[config.mk]
export PLATFORM = sky130hd
export DESIGN_NAME = cbm_entry_unit
export DESIGN_NICKNAME = d
export VERILOG_FILES = /design/src/rtl/assert_macros.svh /design/src/rtl/cbm_pkg.sv /design/src/rtl/cbm_entry_unit.sv
export SDC_FILE = /design/constraint.sdc
export NUM_CORES = 1
export LEC_CHECK = 0
export BUFFER_PORTS_ARGS = -buffer_cell sky130_fd_sc_hd__buf_2
export CORE_MARGIN = 1
export CORE_UTILIZATION = 30
export DETAILED_ROUTE_END_ITERATION = 16
export REMOVE_ABC_BUFFERS = 1
export SLEW_MARGIN = 20
export SYNTH_ARGS = -nofsm -noshare
export SYNTH_HDL_FRONTEND = slang
export SYNTH_SLANG_ARGS = --single-unit
[constraint.sdc]
create_clock -name vclk -period 4.3
set_clock_uncertainty 0.1 [all_clocks]
set_input_delay 0 -clock vclk [all_inputs]
set_output_delay 0 -clock vclk [all_outputs]
set_load 0.05 [all_outputs]
[src/rtl/assert_macros.svh]
// assertion helpers for the codebook background model
// no dependencies; included by modules that carry checks
`ifndef ASSERT_MACROS_SVH
`define ASSERT_MACROS_SVH
`ifndef SYNTHESIS
`define CBM_ASSERT(lbl, clk, rstn, prop, msg) \
    lbl: assert property (@(posedge clk) disable iff (!rstn) prop) else $error(msg);
`define CBM_ASSERT_ALWAYS(lbl, clk, prop, msg) \
    lbl: assert property (@(posedge clk) prop) else $error(msg);
`else
`define CBM_ASSERT(lbl, clk, rstn, prop, msg)
`define CBM_ASSERT_ALWAYS(lbl, clk, prop, msg)
`endif
`endif

[src/rtl/cbm_pkg.sv]
// shared types and constants of the codebook background model
// no dependencies
`default_nettype none
package cbm_pkg;
    localparam int NUM_PIXELS  = 1024;
    localparam int MAX_ENTRIES = 8;
    localparam int TIME_BITS   = 16;
    localparam int PIX_W       = 10;
    localparam int SLOT_W      = 3;
    localparam int CNT_W       = 4;
    localparam int CH_W        = 8;
    localparam int BOX_W       = 24;
    localparam int MOD_W       = 9;

    typedef enum logic [1:0] {
        REQ_LEARN    = 2'd0,
        REQ_PRUNE    = 2'd1,
        REQ_CLASSIFY = 2'd2,
        REQ_NONE     = 2'd3
    } t_req;

    typedef enum logic [2:0] {
        CFG_BOUNDS  = 3'd0,
        CFG_MIN_Y   = 3'd1,
        CFG_MIN_U   = 3'd2,
        CFG_MIN_V   = 3'd3,
        CFG_MAX_Y   = 3'd4,
        CFG_MAX_U   = 3'd5,
        CFG_MAX_V   = 3'd6,
        CFG_UNUSED  = 3'd7
    } t_cfg_idx;

    typedef enum logic [2:0] {
        S_CLEAR,
        S_IDLE,
        S_PIX,
        S_WALK,
        S_FIN
    } t_state;

    typedef struct packed {
        logic [BOX_W-1:0]     lhigh;
        logic [BOX_W-1:0]     llow;
        logic [BOX_W-1:0]     smax;
        logic [BOX_W-1:0]     smin;
        logic [TIME_BITS-1:0] touch;
        logic [TIME_BITS-1:0] idle;
    } t_entry;

    typedef struct packed {
        logic [CNT_W-1:0]     cnt;
        logic [TIME_BITS-1:0] ltime;
    } t_pix_word;

    typedef struct packed {
        t_req                 mode;
        logic                 found;
        logic [TIME_BITS-1:0] t;
        logic [TIME_BITS-1:0] thresh;
    } t_eu_ctrl;

    typedef struct packed {
        logic in_box;
        logic bg_match;
        logic keep;
    } t_eu_res;

    localparam logic [TIME_BITS-1:0] TIME_LIMIT = {TIME_BITS{1'b1}};
endpackage
`default_nettype wire

[src/rtl/cbm_entry_unit.sv]
// shared per-entry unit: box tests, entry update, idle run and prune test
// depends on cbm_pkg
`default_nettype none
module cbm_entry_unit (
    input  wire cbm_pkg::t_eu_ctrl                 i_ctrl,
    input  wire cbm_pkg::t_entry                   i_entry,
    input  wire logic [cbm_pkg::BOX_W-1:0]         i_pix,
    input  wire logic [cbm_pkg::BOX_W-1:0]         i_bounds,
    input  wire logic signed [cbm_pkg::MOD_W-1:0]  i_lm [3],
    input  wire logic signed [cbm_pkg::MOD_W-1:0]  i_hm [3],
    output cbm_pkg::t_entry                        o_entry,
    output logic [cbm_pkg::BOX_W-1:0]              o_hi,
    output logic [cbm_pkg::BOX_W-1:0]              o_lo,
    output cbm_pkg::t_eu_res                       o_res
);
    import cbm_pkg::*;

    logic [CH_W:0]          sum;
    logic [CH_W-1:0]        p, b, h, l;
    logic signed [CH_W+2:0] lo_m, hi_m, ps;
    logic                   box_ok, match_ok;
    logic [TIME_BITS-1:0]   run;

    always_comb begin
        o_entry  = i_entry;
        box_ok   = 1'b1;
        match_ok = 1'b1;
        o_hi     = '0;
        o_lo     = '0;
        for (int c = 0; c < 3; c++) begin
            p = i_pix[CH_W*c +: CH_W];
            b = i_bounds[CH_W*c +: CH_W];
            sum = {1'b0, p} + {1'b0, b};
            o_hi[CH_W*c +: CH_W] = sum[CH_W] ? {CH_W{1'b1}} : sum[CH_W-1:0];
            o_lo[CH_W*c +: CH_W] = (p > b) ? p - b : '0;
            h = i_entry.lhigh[CH_W*c +: CH_W];
            l = i_entry.llow[CH_W*c +: CH_W];
            if (!(l <= p && p <= h)) begin
                box_ok = 1'b0;
            end
            ps   = $signed({3'b000, p});
            lo_m = $signed({3'b000, i_entry.smin[CH_W*c +: CH_W]})
                   - (CH_W+3)'(i_lm[c]);
            hi_m = $signed({3'b000, i_entry.smax[CH_W*c +: CH_W]})
                   + (CH_W+3)'(i_hm[c]);
            if (!(lo_m <= ps && ps <= hi_m)) begin
                match_ok = 1'b0;
            end
        end
        run = (i_ctrl.t >= i_entry.touch) ? i_ctrl.t - i_entry.touch : '0;
        o_res.in_box   = box_ok;
        o_res.bg_match = match_ok;
        o_res.keep     = !(i_entry.idle > i_ctrl.thresh);
        if (i_ctrl.mode == REQ_PRUNE) begin
            o_entry.touch = '0;
        end else if (box_ok && !i_ctrl.found) begin
            // matched entry: touched now, so its idle run cannot grow
            o_entry.touch = i_ctrl.t;
            for (int c = 0; c < 3; c++) begin
                p = i_pix[CH_W*c +: CH_W];
                h = i_entry.lhigh[CH_W*c +: CH_W];
                l = i_entry.llow[CH_W*c +: CH_W];
                if (i_entry.smax[CH_W*c +: CH_W] < p) begin
                    o_entry.smax[CH_W*c +: CH_W] = p;
                end else if (i_entry.smin[CH_W*c +: CH_W] > p) begin
                    o_entry.smin[CH_W*c +: CH_W] = p;
                end
                if (h < o_hi[CH_W*c +: CH_W]) begin
                    o_entry.lhigh[CH_W*c +: CH_W] = h + 1'b1;
                end
                if (l > o_lo[CH_W*c +: CH_W]) begin
                    o_entry.llow[CH_W*c +: CH_W] = l - 1'b1;
                end
            end
        end else if (i_entry.idle < run) begin
            o_entry.idle = run;
        end
    end
endmodule
`default_nettype wire

==> results.txt, run 1 <==
- Once detail routing completed, the nets flagged for antenna violations numbered 0.
- Height of the chip: 203 um
* Post-detailed-placement half-perimeter wirelength: 39600 um
- Final Hold Viols: 0
* Worst setup timing slack at the placement stage: -0.0716 ns
* Final Routed Wirelength: roughly 45000 um
- The synthesized netlist devotes 36.7% of its cell area to adder and majority cells.
- Combinational family with the most area after synthesis: adder cells
- In the final design database the tool counted 2685 nets.
- The number of antenna violations at the first check in global routing is 7.
- Starting Density: 30.5%
- Synth Area in Simple Gates: 20.2%
* Power density relative to cell area: 184 nW/um^2
* Ordered cell list for the critical path: buf_2 > inv_1 > ha_1 > nand4_1 > a31o_1 > a21o_1 > a211oi_2 > or2_1 > inv_1 > or3_1 > ha_1 > nand4_1 > nor2_1 > a211oi_1 > a21boi_0 > a311o_1 > o211ai_2 > buf_12 > o21ai_0 > buf_4
- Worst path max stage delay: 0.40 ns
- Count of input and output buffers: 444
- Top cells by count, synth: sky130_fd_sc_hd__ha_1, sky130_fd_sc_hd__inv_1, sky130_fd_sc_hd__nand2_1
- STA classifies the critical path endpoint as an output pin.
- Sequential elements use 0% of the synthesized area.
- The critical path is of the in2out type.
- Summing over every cut layer, the via total after detailed routing is 13300.
* CLK BUF: 0
* Post-DR wirelength/cell: 17.3 um
- Yosys instantiated no cell more often than sky130_fd_sc_hd__ha_1.
- During I/O placement, the number of pins put on the boundary was between 400 and 500.
* Vias in the first global route: 12900
- Compared with the post-synthesis result, the final layout area differs by 25.0%.
- Residual overflow from global routing: 0
- Worst hold start: i_entry[110]
* Total of max-cap violations: 0
- After synthesis the cells add up to 12100 um^2.
- In this run the worst path has a maximum fanout of 24.
- Final Wtd Congestion: 0.949
* Area share of the leading cell type in the synthesized netlist: 34.5%
- Of the available clock period, the critical path in the final layout requires 95.5%.
- Together, buffers and inverters on the worst path number 5.
- Setup repair after global routing could not meet its margin everywhere.
- Counting every instance in the synthesized netlist gives 1628.
* Setup WS post-layout: a little under 0.2 ns
* Distinct cell type count of the synthesized netlist: 74
* Multiplexer share of the synthesized area: 5.90%
* Area fraction in compound gates after synthesis: 21.2%
* CP required: 4.20 ns
* Die width: 203 um
- Yosys printed 0 warnings.
* Area of all sequential standard cells: 0 um^2
* DRT iter0 DRCs: 594
- In this run the core area contains 73 standard-cell rows.
- Tracing the worst setup path back leads to its startpoint at i_entry[21].
- Die footprint: between 40000 and 50000 um^2
- XOR/XNOR share of the synthesized area: under 10%
- Count of final setup violators: 0
- Fill cells in the final layout number 4220.
- The analysis attributes to cell leakage a power of 8.14 nW.
- Library cell with the largest summed area after synthesis: sky130_fd_sc_hd__ha_1
* Final Slew Violations: 0
- Entering global routing, the biggest net connects 25 pins.
- VDD sags by at most 206 uV.
- Measured against its own limit, the worst slew margin works out to 39.2%.
* Fmax: 244 MHz
- In the final layout, the share of cells above drive strength 1 is a little over a quarter.
- Critical path depth: 20
* First-pass GRT wire length: approximately 70000 um
- Hold WC Path Type: in2out
- Endpoint of the most critical setup path: o_entry[9]
- Cell family with most CP delay: compound AO/OA/AOI/OAI gates
* Critical path arrival: between 4 and 5 ns
* Total number of sequential cells: 0
* Measured slew at the worst slew-check pin: 0.902 ns
* Number of vias per cell: 5.12
- Power comes to roughly 2.8 mW.
- Mean cell area of the mapped netlist: roughly 7.5 um^2
- For this run, design rule violations remaining after detail routing come to 0.
- The run finished with clean final reports.
* Time the worst path needs with I/O delays and setup: 4.11 ns
- First drt pass iteration count: 5
* Core area: 39800 um^2
- After synthesis, the cell types taking the most area are sky130_fd_sc_hd__ha_1, sky130_fd_sc_hd__inv_1, sky130_fd_sc_hd__xnor2_1.
- Global routing used 20.7% of the available tracks across all layers.
* Total negative slack: 0 ns
- Slowest CP cell: sky130_fd_sc_hd__or3_1
- Kind of start point of the critical path: input pin
-- how the worst min path moves through the flow --
stage / endpoint / slack [ns] / cells past startpoint
floorplan: o_entry[104] / 0.17 / 1
global placement: o_entry[110] / 0.30 / 3
CTS: o_entry[110] / 0.29 / 3
global route: o_entry[110] / 0.31 / 3
finish: o_entry[110] / 0.29 / 3
detailed placement: o_entry[110] / 0.29 / 3
-- repair_timing --
action | 4_1_cts | 5_1_grt
pin swaps | 0 | 2
hold buffers | 0 | 0
gates resized for setup | 3 | 22
setup endpoints to repair | 4 | 49
buffers inserted | 0 | 6
-- power by group --
group / switching (mW) / internal (mW) / total [mW]
combinational: 1.81 / 0.983 / 2.79
clock: 0 / 0.0000000947 / 0.0000000948
sequential: 0 / 0 / 0
total: 1.81 / 0.983 / 2.79
-- layout make-up --
cell class,count,area (um^2),share of cell area (%)
timing repair buffer,471,2460,16.2
antenna,3,7.51,0.0495
tap,525,657,4.33
inverter,200,751,4.95
multi-input combinational,1399,11300,74.5
-- routing by layer --
metal / GRT usage, % / up-vias / part of all wire, %
li1: - / 6708 / -
met1: 26.4 / 6128 / 44
met2: 38.3 / 411 / 50
met3: 1.41 / 47 / 4.6
met4: 3.54 / 6 / 1.3
met5: 0 / - / 0.10
-- per-stage QoR --
step | utilization, % | hold slack [ns] | instance area, um^2 | cells
4_1_cts | 37.8 | 0.287 | 15100 | 2589
5_1_grt | 38.1 | 0.306 | 15200 | 2597
3_5_place_dp | 37.8 | 0.287 | 15000 | 2589
2_1_floorplan | - | 0.172 | 12000 | 1599
6_report | 38.1 | 0.287 | 15200 | 2598
3_3_place_gp | 37.8 | 0.301 | 15000 | 2589
-- tightest hold or removal path, delay by kind of cell --
family                 cells  cell delay [ns]
XOR/XNOR                   1             0.07
buffers and inverters      2             0.32
-- cell families after synthesis --
group                    Yosys count
adder cells (fa/ha/maj)          348
AO/OA/AOI/OAI                    396
XOR/XNOR                         119
multiplexers                      66
buffers and inverters            229
AND/OR/NAND/NOR                  470
-- layout by cell type (no fill, tap or decap), types with 10 or more instances in the layout --
cell                         n
sky130_fd_sc_hd__nor2_1     92
sky130_fd_sc_hd__fa_1       13
sky130_fd_sc_hd__mux2_2     25
sky130_fd_sc_hd__a21o_1     53
sky130_fd_sc_hd__nand2_1   125
sky130_fd_sc_hd__nand4_1    51
sky130_fd_sc_hd__and3_1     14
sky130_fd_sc_hd__mux2_1     19
sky130_fd_sc_hd__nand2b_1   19
sky130_fd_sc_hd__mux2i_1    22
sky130_fd_sc_hd__xnor2_1    82
sky130_fd_sc_hd__o31ai_1    11
sky130_fd_sc_hd__nand3_1    31
sky130_fd_sc_hd__ha_1      335
sky130_fd_sc_hd__nor2b_1    36
sky130_fd_sc_hd__or2_2      10
sky130_fd_sc_hd__o21ai_0    73
sky130_fd_sc_hd__and2_1     22
sky130_fd_sc_hd__xor2_1     37
sky130_fd_sc_hd__nor3_1     31
sky130_fd_sc_hd__o211ai_1   13
sky130_fd_sc_hd__o21a_1     37
sky130_fd_sc_hd__inv_1     200
sky130_fd_sc_hd__a21oi_1   119
sky130_fd_sc_hd__o21bai_1   17
sky130_fd_sc_hd__buf_4      31
sky130_fd_sc_hd__buf_2     436
(Power assumes the default switching activity.)
==> run 2: changes to the inputs <==
- RECOVER_POWER: default -> 25
==> run 2 against run 1 <==
  * Setup slack got worse by 0.013 ns
  * Worst hold slack improved by 0.00073 ns
  * Cell count unchanged
  * Total power decreased by 0.44%
  * Non-clock buffer count unchanged
  * Flip-flop and latch count unchanged
  * Maximum frequency decreased by 0.31%
  * Die area unchanged
  * Combinational power about the same
  * Critical path depth unchanged
  * Highest routed layer unchanged
  * First-iteration DRC count increased by 3.0%
  * Via count increased by 0.31%
==> results.txt, run 2 (synthesis gave the netlist of run 1 again) <==
* Initial antenna violation count: 7 (unchanged)
* Hold WC Path Type: in2out
* Power density relative to cell area: 184 nW/um^2 (-0.20%)
* Final critical-path share of the clock period: 95.8% (+0.30 points)
- Number of ports placed on the die boundary: 444 (unchanged)
- The number of global-route vias before repair was 12900 (unchanged).
- The combined flip-flop and latch cell area came to 0 um^2 (unchanged).
- Routed Antenna Nets: 0 (unchanged)
- Time the worst path needs with I/O delays and setup: 4.12 ns (+0.0128 ns)
- The hold violation total from the final report came to 0 (unchanged).
- The routability-driven placement congestion ratio was 0.949 (unchanged).
* Critical Path Fanout Max: 24 (unchanged)
- First-pass GRT wire length: 68600 um (unchanged)
- Total number of vias: 13300 (+0.31%)
- The number of placed cells counting well taps came to 2589 (unchanged).
* Worst path bufs/invs: 5 (unchanged)
* Final Routed Wirelength: 45000 um (about the same)
- Ordered cell list for the critical path: buf_2 > inv_1 > ha_1 > nand4_1 > a31o_1 > a21o_1 > a211oi_2 > or2_1 > inv_1 > or3_1 > ha_1 > nand4_1 > nor2_1 > a211oi_1 > a21boi_0 > a311o_1 > o211ai_2 > buf_12 > o21ai_0 > buf_4
- Max transition margin: 39.2% (unchanged)
* Hold buffer count at CTS: 0 (unchanged)
- The count of sequential standard cells is 0 (unchanged).
- Post-route insts no fill: 2598 (unchanged)
- The actual slew at the worst max-slew pin is 0.902 ns (-0.000000119 ns).
* Critical path endpoint category: output pin
* Setup WS post-layout: 0.181 ns (-0.0128 ns)
- The residual DRC count is 0 (unchanged).
* Critical path arrival: 4.02 ns (about the same)
- Leading cell types in the layout, fill and taps excluded: sky130_fd_sc_hd__buf_2, sky130_fd_sc_hd__ha_1, sky130_fd_sc_hd__inv_1
- Setup repair after global routing could not meet its margin everywhere.
- Die footprint: 41300 um^2 (unchanged)
- Post-DR wirelength/cell: 17.3 um (about the same)
* Area growth from synthesis to final layout: 24.7%
* CLK BUF: 0 (unchanged)
* Largest net degree at the start of global routing: 25 (unchanged)
- Total of max-cap violations: 0 (unchanged)
* Final net count: 2685 (unchanged)
* Commonest non-fill, non-tap cell in the layout: sky130_fd_sc_hd__buf_2
- The worst setup slack before clock tree synthesis was -0.0716 ns (unchanged).
* Worst IR Drop VDD: 198 uV (-3.8%)
* First drt pass iteration count: 5 (unchanged)
* Slowest CP cell: sky130_fd_sc_hd__or3_1
* Count of input and output buffers: 444 (unchanged)
- The effective utilization at floorplan came to 30.5% (unchanged).
- The share of layout cells above drive strength 1 came to 24.6% (-1.4 points).
- The leakage dissipation is 8.05 nW (-1.2%).
* Total negative slack: 0 ns (unchanged)
- The worst endpoint required time was 4.20 ns (about the same).
- Height of the chip: 203 um (unchanged)
* Fmax: 243 MHz (-0.31%)
- Core area: 39800 um^2 (unchanged)
- The final setup violation count was 0 (unchanged).
* Placement row count: 73 (unchanged)
- The via-per-instance ratio came to 5.14 (+0.31%).
- Total GRT Usage: 20.7% (unchanged)
* Setup Crit Path Kind: in2out
- DRT iter0 DRCs: 612 (+3.0%)
- On the critical path the largest part of the delay comes from compound AO/OA/AOI/OAI gates.
- Kind of start point of the critical path: input pin
* Die width: 203 um (unchanged)
- Final Slew Violations: 0 (unchanged)
- The flow ran to the end, and the final reports show no timing, DRC or antenna violations.
- Residual overflow from global routing: 0 (unchanged)
- Post-detailed-placement half-perimeter wirelength: 39600 um (unchanged)
* Worst path max stage delay: 0.40 ns (about the same)
[run 2: cell types whose count changed in the layout (fill, tap and decap cells not counted)]
cell                       delta
sky130_fd_sc_hd__clkbuf_1    +29
sky130_fd_sc_hd__and2_1       -8
sky130_fd_sc_hd__and2_0       +8
sky130_fd_sc_hd__buf_2       -29
[run 2: final timing paths]
path / to / startpoint / depth (start not counted) / slack, ns
max: o_entry[9] / i_entry[21] / 20 / 0.18
min: o_entry[110] / i_entry[110] / 3 / 0.29
[run 2: per-stage QoR]
stage / hold WS [ns] / area, um^2 / power [mW] / utilization [%]
6_report: 0.288 / 15100 / 2.78 / 38.0
5_1_grt: 0.306 / 15100 / 3.05 / 38.0
4_1_cts: 0.287 / 15100 / 2.78 / 37.8
3_5_place_dp: 0.287 / 15000 / 2.76 / 37.8
3_3_place_gp: 0.301 / 15000 / 2.72 / 37.8
2_1_floorplan: 0.172 / 12000 / 1.95 / -
[run 2: metal layers]
metal | vias up | global-route usage (%) | wire [um]
met5 | - | 0 | 46
li1 | 6705 | - | -
met4 | 6 | 3.54 | 663
met1 | 6146 | 26.4 | 19700
met2 | 434 | 38.3 | 22500
met3 | 50 | 1.41 | 2130
[run 2: area by class of cell]
type / count / area (um^2)
Antenna cell: 3 / 7.51
Timing Repair Buffer: 471 / 2420
Multi-Input combinational cell: 1399 / 11300
Inverter: 200 / 751
Tap cell: 525 / 657
Fill cell: 4236 / 24700
[run 2: repair_timing]
| item | in CTS | in global routing |
|---|---|---|
| setup endpoints to repair | 4 | 49 |
| pin swaps | 0 | 2 |
| endpoints found under the hold margin | 0 | 0 |
| buffers inserted | 0 | 6 |
| gates resized for setup | 3 | 22 |
[run 2: where the power goes]
| group | internal, mW | switching (mW) |
|---|---|---|
| clock network | 0.0000000948 | 0 |
| logic | 0.970 | 1.81 |
| registers | 0 | 0 |
| total | 0.970 | 1.81 |
[run 2: tightest hold or removal path: cells and delay by family]
kind | cells | cell delay, ns
buffers and inverters | 2 | 0.32
xor gates and xnor gates | 1 | 0.07
